===== config.mk =====
export PLATFORM = sky130hd
export DESIGN_NAME = length_prefixed_message_deframer_core
export DESIGN_NICKNAME = d
export VERILOG_FILES = /design/src/hw/rtl/lpmd_pkg.sv /design/src/hw/rtl/lpmd_step.sv /design/src/hw/rtl/length_prefixed_message_deframer_core.sv
export SDC_FILE = /design/constraint.sdc
export NUM_CORES = 1
export LEC_CHECK = 0
export ABC_AREA = 1
export BUFFER_PORTS_ARGS = -buffer_cell sky130_fd_sc_hd__buf_2
export CORE_ASPECT_RATIO = 0.7
export CORE_MARGIN = 4
export CORE_UTILIZATION = 56
export DETAILED_ROUTE_END_ITERATION = 7
export PLACE_DENSITY = 0.76
export SLEW_MARGIN = 0
export SYNTH_ARGS = -nofsm -noshare
export SYNTH_HDL_FRONTEND = slang
export SYNTH_HIERARCHICAL = 1
export SYNTH_SLANG_ARGS = --single-unit

===== constraint.sdc =====
create_clock -name clk -period 2.45 [get_ports clk]
set_input_delay 0.1225 -clock clk [delete_from_list [all_inputs] [get_ports clk]]
set_output_delay 0.1225 -clock clk [all_outputs]
set_load 0.05 [all_outputs]

===== src/hw/rtl/lpmd_pkg.sv =====
// ----------------------------------------------------------------------------
// lpmd_pkg
// Shared types and constants for the length-prefixed message deframer.
// ----------------------------------------------------------------------------
package lpmd_pkg;

  localparam logic [1:0] ST_PAYLOAD  = 2'd0;
  localparam logic [1:0] ST_EOS      = 2'd1;
  localparam logic [1:0] ST_OVERSIZE = 2'd2;

  localparam logic [6:0]  SEVEN_MASK     = 7'h7F;
  localparam int unsigned MORE_FLAG_BIT  = 7;
  localparam logic [31:0] MAX_LEN_RESET  = 32'd65536;

  localparam int unsigned OUT_TDATA_W = 8;

  // One result word, as produced by the step logic
  typedef struct packed {
    logic       emit;
    logic [1:0] status;
    logic [7:0] data;
    logic       last;
  } lpmd_result_t;

endpackage


===== src/hw/rtl/lpmd_step.sv =====
// ----------------------------------------------------------------------------
// lpmd_step
// Next-state and result logic for one input byte: header accumulate,
// length checks and payload countdown.
// ----------------------------------------------------------------------------
module lpmd_step import lpmd_pkg::*; #(
  parameter int LEN_BITS = 32
) (
  input  logic                in_header,
  input  logic [LEN_BITS-1:0] length_acc,
  input  logic [LEN_BITS-1:0] bytes_left,
  input  logic [31:0]         max_length,
  input  logic [7:0]          data_in,
  output logic                in_header_nxt,
  output logic [LEN_BITS-1:0] length_acc_nxt,
  output logic [LEN_BITS-1:0] bytes_left_nxt,
  output lpmd_result_t        result
);

  localparam int CMP_W = (LEN_BITS > 32) ? LEN_BITS : 32;

  logic                hdr;
  logic                acc_ovf;
  logic [LEN_BITS-1:0] acc_shift;
  logic [LEN_BITS-1:0] bl_dec;
  logic [CMP_W-1:0]    len_ext;
  logic [CMP_W-1:0]    max_ext;

  // payload state with nothing left falls back to header parsing
  assign hdr       = in_header || (bytes_left == '0);
  assign acc_ovf   = |length_acc[LEN_BITS-1:LEN_BITS-7];
  assign acc_shift = {length_acc[LEN_BITS-8:0], data_in[6:0] & SEVEN_MASK};
  assign bl_dec    = bytes_left - LEN_BITS'(1);
  assign len_ext   = CMP_W'(acc_shift);
  assign max_ext   = CMP_W'(max_length);

  always_comb begin
    in_header_nxt  = in_header;
    length_acc_nxt = length_acc;
    bytes_left_nxt = bytes_left;
    result         = '0;
    if (hdr) begin
      in_header_nxt = 1'b1;
      if (acc_ovf) begin
        length_acc_nxt = '0;
        result.emit    = 1'b1;
        result.status  = ST_OVERSIZE;
      end else if (data_in[MORE_FLAG_BIT]) begin
        length_acc_nxt = acc_shift;
      end else begin
        length_acc_nxt = '0;
        if (acc_shift == '0) begin
          result.emit   = 1'b1;
          result.status = ST_EOS;
        end else if (len_ext > max_ext) begin
          result.emit   = 1'b1;
          result.status = ST_OVERSIZE;
        end else begin
          bytes_left_nxt = acc_shift;
          in_header_nxt  = 1'b0;
        end
      end
    end else begin
      bytes_left_nxt = bl_dec;
      result.emit    = 1'b1;
      result.status  = ST_PAYLOAD;
      result.data    = data_in;
      if (bl_dec == '0) begin
        in_header_nxt  = 1'b1;
        length_acc_nxt = '0;
        result.last    = 1'b1;
      end
    end
  end

endmodule


===== src/hw/rtl/length_prefixed_message_deframer_core.sv =====
// ----------------------------------------------------------------------------
// length_prefixed_message_deframer_core
// Splits a byte stream into messages framed by a big-endian base-128 length
// header; passes payload bytes out and reports end of stream and oversize.
// ----------------------------------------------------------------------------
//  channel | dir | handshake             | contents
//  in_     | in  | in_tvalid/in_tready   | tdata[7:0] raw stream byte
//  out_    | out | out_tvalid/out_tready | tuser[1:0] status, tdata[7:0] byte; tlast
//  cfg_    | in  | cfg_valid/cfg_ready   | cfg_data[31:0] max_length
//
// One word per cycle unless out_ stalls; each byte is handled combinationally by
// the step logic and its result is presented on out_ the cycle after acceptance.
// Input is taken while the output register is empty or being drained.
// Reset (rst_n low, synchronous) enters header parsing, max_length = 65536.
// An output stall holds the result word and stops input acceptance.
module length_prefixed_message_deframer_core import lpmd_pkg::*; #(
  parameter int LEN_BITS = 32
) (
  input  logic                   clk,
  input  logic                   rst_n,
  input  logic                   in_tvalid,
  output logic                   in_tready,
  input  logic [7:0]             in_tdata,    // [7:0] in_byte
  output logic                   out_tvalid,
  input  logic                   out_tready,
  output logic [OUT_TDATA_W-1:0] out_tdata,   // [7:0] out_byte
  output logic [1:0]             out_tuser,   // [1:0] out_status
  output logic                   out_tlast,
  input  logic                   cfg_valid,
  output logic                   cfg_ready,
  input  logic [31:0]            cfg_data
);

  logic                in_header_r;
  logic                in_header_nxt;
  logic [LEN_BITS-1:0] length_acc_r;
  logic [LEN_BITS-1:0] length_acc_nxt;
  logic [LEN_BITS-1:0] bytes_left_r;
  logic [LEN_BITS-1:0] bytes_left_nxt;
  logic [31:0]         max_length_r;
  logic                out_valid_r;
  logic [1:0]          out_status_r;
  logic [7:0]          out_byte_r;
  logic                out_last_r;
  lpmd_result_t        result;
  logic                in_acc;

  assign cfg_ready = 1'b1;
  assign in_tready = !out_valid_r || out_tready;
  assign in_acc    = in_tvalid && in_tready;

  lpmd_step #(.LEN_BITS(LEN_BITS)) u_step (
    .in_header      (in_header_r),
    .length_acc     (length_acc_r),
    .bytes_left     (bytes_left_r),
    .max_length     (max_length_r),
    .data_in        (in_tdata),
    .in_header_nxt  (in_header_nxt),
    .length_acc_nxt (length_acc_nxt),
    .bytes_left_nxt (bytes_left_nxt),
    .result         (result)
  );

  always_ff @(posedge clk) begin
    if (!rst_n) begin
      in_header_r  <= 1'b1;
      length_acc_r <= '0;
      bytes_left_r <= '0;
      max_length_r <= MAX_LEN_RESET;
      out_valid_r  <= 1'b0;
    end else begin
      if (cfg_valid) begin
        max_length_r <= cfg_data;
      end
      if (in_acc) begin
        in_header_r  <= in_header_nxt;
        length_acc_r <= length_acc_nxt;
        bytes_left_r <= bytes_left_nxt;
        out_valid_r  <= result.emit;
      end else if (out_tready) begin
        out_valid_r <= 1'b0;
      end
    end
  end

  always_ff @(posedge clk) begin
    if (in_acc && result.emit) begin
      out_status_r <= result.status;
      out_byte_r   <= result.data;
      out_last_r   <= result.last;
    end
  end

  assign out_tvalid = out_valid_r;
  assign out_tdata  = out_byte_r;
  assign out_tuser  = out_status_r;
  assign out_tlast  = out_last_r;

endmodule


==> results.ini, run 1 <==
[yosys]
syn_area_per_cell_um2 = 5.91
syn-cell-area_mm2 = 0.00826
yosysSeqAreaShare_pct = 27.7
synth_top_cell_area_share_pct = 23.7
synth_commonest_cells = nand2_1 (337), nor2_1 (248), inv_1 (192)
yosysMostFrequentCell = nand2_1
async_reset_ff_share_pct = 0
synth_area_leaders = dfxtp_1 (24%), nand2_1 (15%), nor2_1 (11%)
yosys.area.top_type = dfxtp_1
synth_seq_cells = 109
synth_edf_count = 11
syn_nets = 1478
yosys_warnings = 6
syn_inst = 1399
synth_cell_type_count = 31
synthFlopType = dfxtp_1

[clocking]
clk_latency_ns = 0.37
h-tree-depth = 3
clock_tree.root_cell = clkbuf_16
cts_buffer_depth = 2
clkSinkCount = 109
cts_buffers = 9
cts_tree = yes
path_clk_slew_ns = 0.08

[die]
start_util_pct = 58.2
die_w_um = 153
core_mm2 = 0.0142
die_h_um = 110
rows = 36
die_area_mm2 = 0.0168
io_pins = 59

[critical_path]
timing.rr.start = bytes_left_r[1]$_SDFFE_PN0P_
criticalPathCategory = flip-flop to flip-flop
r2r_end = length_acc_r[23]$_SDFFE_PN0P_
cp_max_fo = 8
crit_slowest_cell = xor2_1
worstPathCellList = buf_6 > nor2_4 > nand3_2 > nor2_4 > xor2_1 > nand3b_1 > nor3_4 > nand3_4 > buf_12 > nand2_4 > nand2_2 > inv_2 > nand3_2 > nand2_1 > nor2_1
critPathBufInv = 3
cp_num_cells = 15
r2r_cells = 15
cp-end-kind = flip-flop
ff2ff_setup_slack_ns = -0.21
crit_family = simple AND/OR/NAND/NOR gates
worst_setup_path_start_kind = flip-flop
crit_required_ns = 2.71
arrival_ns = 2.92
cpPeakStageDelay_ns = 0.35

[power_and_ir_drop]
power-per-cell-area_mw_per_mm2 = 591
intPower_mw = 3.90
vdd_ir_drop_max_uv = 395
p_clk_share_pct = 23.5
combPwrFrac_pct = 44.2
p_leak_nw = 5.39
p_seq_share_pct = 32.3
power.switching_mw = 2.69
swShare_pct = 40.9

[placed_design]
hpwl_um = 17400
io_buffers = 57
preCtsSetupSlack_ns = -0.246
place_area_mm2 = 0.00912
gp_congestion = 1.06

[drt]
drt_iter0_markers = 1094
first_pass_iters = 6
drcViolationCount = 0
vias_per_cell = 5.77
post_drt_wl_per_cell_um = 17.0
ant_nets = 0
vias = 9985
wl_um = 29400

[timing]
period_share_pct = 109
min_period_ns = 2.66
relSlewSlack_pct = 33.3
final-setup-viol-count = 76
max_freq_mhz = 375
fin_skew_ns = 0.0132
tightest_slew_ns = 0.999
fin_ws_ns = -0.214
hold_viol_final = 0
rsz0062_at_grt = yes
slew_viol_final = 0
timing.setup.tns_ns = -8.38

[grt]
grt_overflow = 0
antenna_found_initial = 0
grt_usage_pct = 32.1
grt_pass1_wl_um = 44100
grt_pass1_vias = 8816
grt_max_degree = 72

[final_layout]
fin_nets = 1616
drive_gt1_share_pct = 29.8
syn2layout_area_growth_pct = 35.0
post-route-cell-area_mm2 = 0.0111
num_antenna_cells = 0
num-fill-cells = 1009
utilization_pct = 78.6

[worst_hold_path]
hold_start = cfg_data[17]
hold_end = max_length_r[17]$_SDFFE_PN0P_
hold_depth = 3
hold_class = primary input to flip-flop

[outcome]
status = complete, but fails checks
violations = negative setup slack

[run]
cap_viol_max_count = 0

==> power by group through the flow <==
stage                     clock network (mW)  logic [mW]  registers [mW]
final                                   1.55        2.91            2.13
after global routing                    1.62        3.16            2.15
after CTS                               1.56        2.44            2.11
after detailed placement                   0        2.15            2.13
after global placement                     0        2.12            2.13
after floorplan                            0        1.39            2.18
==> final cells by class <==
class / count / area [um2] / share of cell area, %
multi-input combinational: 1013 / 5790 / 51.9
inverter: 197 / 744 / 6.68
timing repair buffer: 207 / 1750 / 15.7
clock buffer: 11 / 254 / 2.28
tap: 190 / 238 / 2.13
sequential: 109 / 2320 / 20.8
clock inverter: 5 / 53.8 / 0.483
==> worst max path at each step <==
stage	from	endpoint
after floorplan	bytes_left_r[0]$_SDFFE_PN0P_	out_tdata[0]$_DFFE_PP_
after global placement	bytes_left_r[0]$_SDFFE_PN0P_	length_acc_r[6]$_SDFFE_PN0P_
after detailed placement	max_length_r[31]$_SDFFE_PN0P_	bytes_left_r[23]$_SDFFE_PN0P_
after CTS	max_length_r[29]$_SDFFE_PN0P_	out_tuser[0]$_DFFE_PP_
after global routing	max_length_r[17]$_SDFFE_PN0P_	bytes_left_r[6]$_SDFFE_PN0P_
final	bytes_left_r[1]$_SDFFE_PN0P_	length_acc_r[23]$_SDFFE_PN0P_
==> sequential cells by signal, indices dropped and copies added, names as in the netlist <==
name	count
out_tuser	2
out_tdata	8
in_header_r	1
out_tvalid	1
max_length_r	32
length_acc_r	32
out_tlast	1
bytes_left_r	32
==> tightest hold or removal path: stages <==
cell and delay (ns):
buf_2 0.07, nor2_1 0.03, nor2_1 0.12
==> per-layer routing <==
metal	share of wire [%]	track usage [%]
met5	0	0
met3	11	6.53
met1	42	44.6
met2	44	51.1
met4	3.9	8.84
==> cell usage in the layout, fill, tap and decap left out, drive strengths merged <==
cell type,count
o21a,2
nor4,7
nand2,340
edfxtp,11
dlygate4sd3,30
ha,34
nand3b,2
and2,1
a21oi,82
inv,198
conb,1
xor2,13
dfxtp,98
or2,8
nand4,50
o21ai,41
nor3,3
nor2,259
clkinv,4
clkbuf,15
nand3,170
buf,173
==> what timing repair did <==
item	4_1_cts	5_1_grt
hold buffers	30	0
buffers inserted	13	16
gates resized for setup	98	217
pin swaps	22	77
hold endpoints to repair	30	0
endpoints found under the setup margin	77	79
gates cloned	4	4
==> per-stage QoR <==
step | std cells | hold slack (ns) | total power, mW
after floorplan | 1399 | 0.249 | 3.57
after global placement | 1654 | 0.334 | 4.25
after detailed placement | 1654 | 0.341 | 4.29
after CTS | 1717 | 0.00930 | 6.11
after global routing | 1732 | 0.0602 | 6.92
final | 1732 | 0.0314 | 6.59
==> cell families after synthesis <==
| family | Yosys count | synth area share, % |
|---|---|---|
| xor+xnor | 13 | 1.38 |
| buf+inv | 277 | 14.4 |
| compound gates | 125 | 7.63 |
| fa+ha+maj | 34 | 5.15 |
| flops | 109 | 27.7 |
| simple gates | 840 | 43.6 |
| other cells | 1 | 0.0454 |
Note: power is estimated with default switching activity, not from simulation.
==> run 2, diff against run 1 <==
--- a/config.mk
+++ b/config.mk
@@ -12,6 +12,7 @@
 export CORE_UTILIZATION = 56
 export DETAILED_ROUTE_END_ITERATION = 7
 export PLACE_DENSITY = 0.76
+export RECOVER_POWER = 100
 export SLEW_MARGIN = 0
 export SYNTH_ARGS = -nofsm -noshare
 export SYNTH_HDL_FRONTEND = slang
==> results.ini, run 2 (synthesis results as in run 1) <==
[power_and_ir_drop]
vdd_ir_drop_max_uv = 395  ; about the same
power-per-cell-area_mw_per_mm2 = 592  ; +0.21%
p_total_mw = 6.59  ; about the same
p_leak_nw = 5.36  ; -0.67%

[worst_hold_path]
hold_class = primary input to flip-flop
hold_depth = 3  ; unchanged

[outcome]
violations = negative setup slack
status = complete, but fails checks

[grt]
grt_pass1_wl_um = 44100  ; unchanged
grt_usage_pct = 32.1  ; unchanged
grt_max_degree = 72  ; unchanged
grt_overflow = 0  ; unchanged
grt_pass1_vias = 8816  ; unchanged
antenna_found_initial = 0  ; unchanged

[critical_path]
worst_setup_path_start_kind = flip-flop
arrival_ns = 2.87  ; -0.05 ns
r2r_cells = 14  ; -1
cp-end-kind = flip-flop
cp_max_fo = 8  ; unchanged
crit_required_ns = 2.71  ; about the same
criticalPathCategory = flip-flop to flip-flop

[drt]
vias = 10000  ; +0.33%
wl_met1_um = 12300  ; +0.65%
wl_met2_um = 12800  ; -0.40%
drcViolationCount = 0  ; unchanged
post_drt_wl_per_cell_um = 17.0  ; +0.21%
ant_nets = 0  ; unchanged
dr.max_layer_used = met4
met3_length_um = 3200  ; +2.6%
vias_per_cell = 5.78  ; +0.33%
drt_iter0_markers = 1198  ; +9.5%
first_pass_iters = 6  ; unchanged
wl_um = 29400  ; +0.21%

[die]
die_area_mm2 = 0.0168  ; unchanged
core_mm2 = 0.0142  ; unchanged
rows = 36  ; unchanged
die_w_um = 153  ; unchanged
start_util_pct = 58.2  ; unchanged
die_h_um = 110  ; unchanged
io_pins = 59  ; unchanged

[placed_design]
preCtsSetupSlack_ns = -0.246  ; unchanged
hpwl_um = 17400  ; unchanged
gp_congestion = 1.06  ; unchanged
place_inst = 1654  ; unchanged
io_buffers = 57  ; unchanged

[final_layout]
syn2layout_area_growth_pct = 34.8
drive_gt1_share_pct = 29.0  ; -0.78 points
fin_nets = 1616  ; unchanged
num_antenna_cells = 0  ; unchanged
final_cell_mix = nand2_1 (244), nor2_1 (212), inv_1 (164)
final_common_cell = nand2_1
instances_no_fill = 1732  ; unchanged
layout_top_registers = bytes_left_r x32, length_acc_r x32, max_length_r x32

[clocking]
clock_tree.root_cell = clkbuf_16
clkSinkCount = 109  ; unchanged
clk_latency_ns = 0.37  ; about the same
path_clk_slew_ns = 0.08  ; about the same
cts_buffer_depth = 2  ; unchanged
h-tree-depth = 3  ; unchanged
cts_tree = yes
cts_buffers = 9  ; unchanged

[timing]
fin_skew_ns = 0.0133  ; +0.000155 ns
relSlewSlack_pct = 31.7  ; -1.6 points
period_share_pct = 107  ; -2.2 points
fin_ws_ns = -0.161  ; +0.0534 ns
max_freq_mhz = 383  ; +2.0%
tightest_slew_ns = 1.02  ; +0.0244 ns
hold_viol_final = 0  ; unchanged
final-setup-viol-count = 76  ; unchanged
slew_viol_final = 0  ; unchanged
timing.setup.tns_ns = -6.42  ; +1.96 ns
min_period_ns = 2.61  ; -0.0534 ns
rsz0062_at_grt = yes

[run]
cap_viol_max_count = 0  ; unchanged

## run 2: cell types whose count changed in the layout (fill, tap and decap cells not counted), sizes merged
cell and change:
buf -12, clkbuf +12
## run 2: timing repair
| item | CTS | global route |
|---|---|---|
| pin swaps | 22 | 77 |
| gates resized for setup | 98 | 217 |
| gates cloned | 4 | 4 |
| setup endpoints to repair | 77 | 79 |
| endpoints found under the hold margin | 30 | 0 |
| buffers inserted | 13 | 16 |
| hold buffers | 30 | 0 |
## run 2: critical path, stage by stage (launching register included)
cell	delay (ns)
dfxtp_1	0.34
buf_4	0.15
inv_1	0.10
nand4_1	0.17
nor4_1	0.56
nand2_1	0.22
nand3_4	0.24
buf_16	0.19
nand2_2	0.06
nand3_1	0.06
nand2_1	0.06
inv_1	0.10
nand3_2	0.11
nand2_1	0.11
nor2_1	0.04
## run 2: power breakdown
group	internal, mW	switching (mW)
Sequential	1.97	0.164
Clock	0.779	0.770
Combinational	1.14	1.77
## run 2: worst paths after layout
kind / slack [ns] / start / endpoint
setup / recovery: -0.16 / length_acc_r[20]$_SDFFE_PN0P_ / bytes_left_r[14]$_SDFFE_PN0P_
hold / removal: 0.04 / cfg_data[17] / max_length_r[17]$_SDFFE_PN0P_
setup reg to reg: -0.16 / length_acc_r[20]$_SDFFE_PN0P_ / bytes_left_r[14]$_SDFFE_PN0P_
hold reg to reg: 0.49 / max_length_r[16]$_SDFFE_PN1P_ / max_length_r[16]$_SDFFE_PN1P_
## run 2: through the flow
| step | hold WS [ns] | area (um2) | utilization (%) |
|---|---|---|---|
| 2_1_floorplan | 0.249 | 8260 | - |
| 3_3_place_gp | 0.334 | 9120 | 64.3 |
| 3_5_place_dp | 0.341 | 9120 | 64.3 |
| 4_1_cts | 0.00930 | 10300 | 72.5 |
| 5_1_grt | 0.0602 | 11100 | 78.5 |
| 6_report | 0.0357 | 11100 | 78.5 |
## run 2: cell type report
cell class / count / area (um2)
multi-input cells: 1013 / 5790
fillers: 1015 / 3050
flip-flops and latches: 109 / 2320
repair buffers: 207 / 1740
inverters: 197 / 744
clock buffers: 11 / 254
well taps: 190 / 238
clock inverters: 5 / 53.8
## run 2: metal layers
metal	up-vias	track usage [%]
met5	-	0
met4	0	8.84
met3	128	6.53
met2	628	51.1
met1	4557	44.6
li1	4705	-
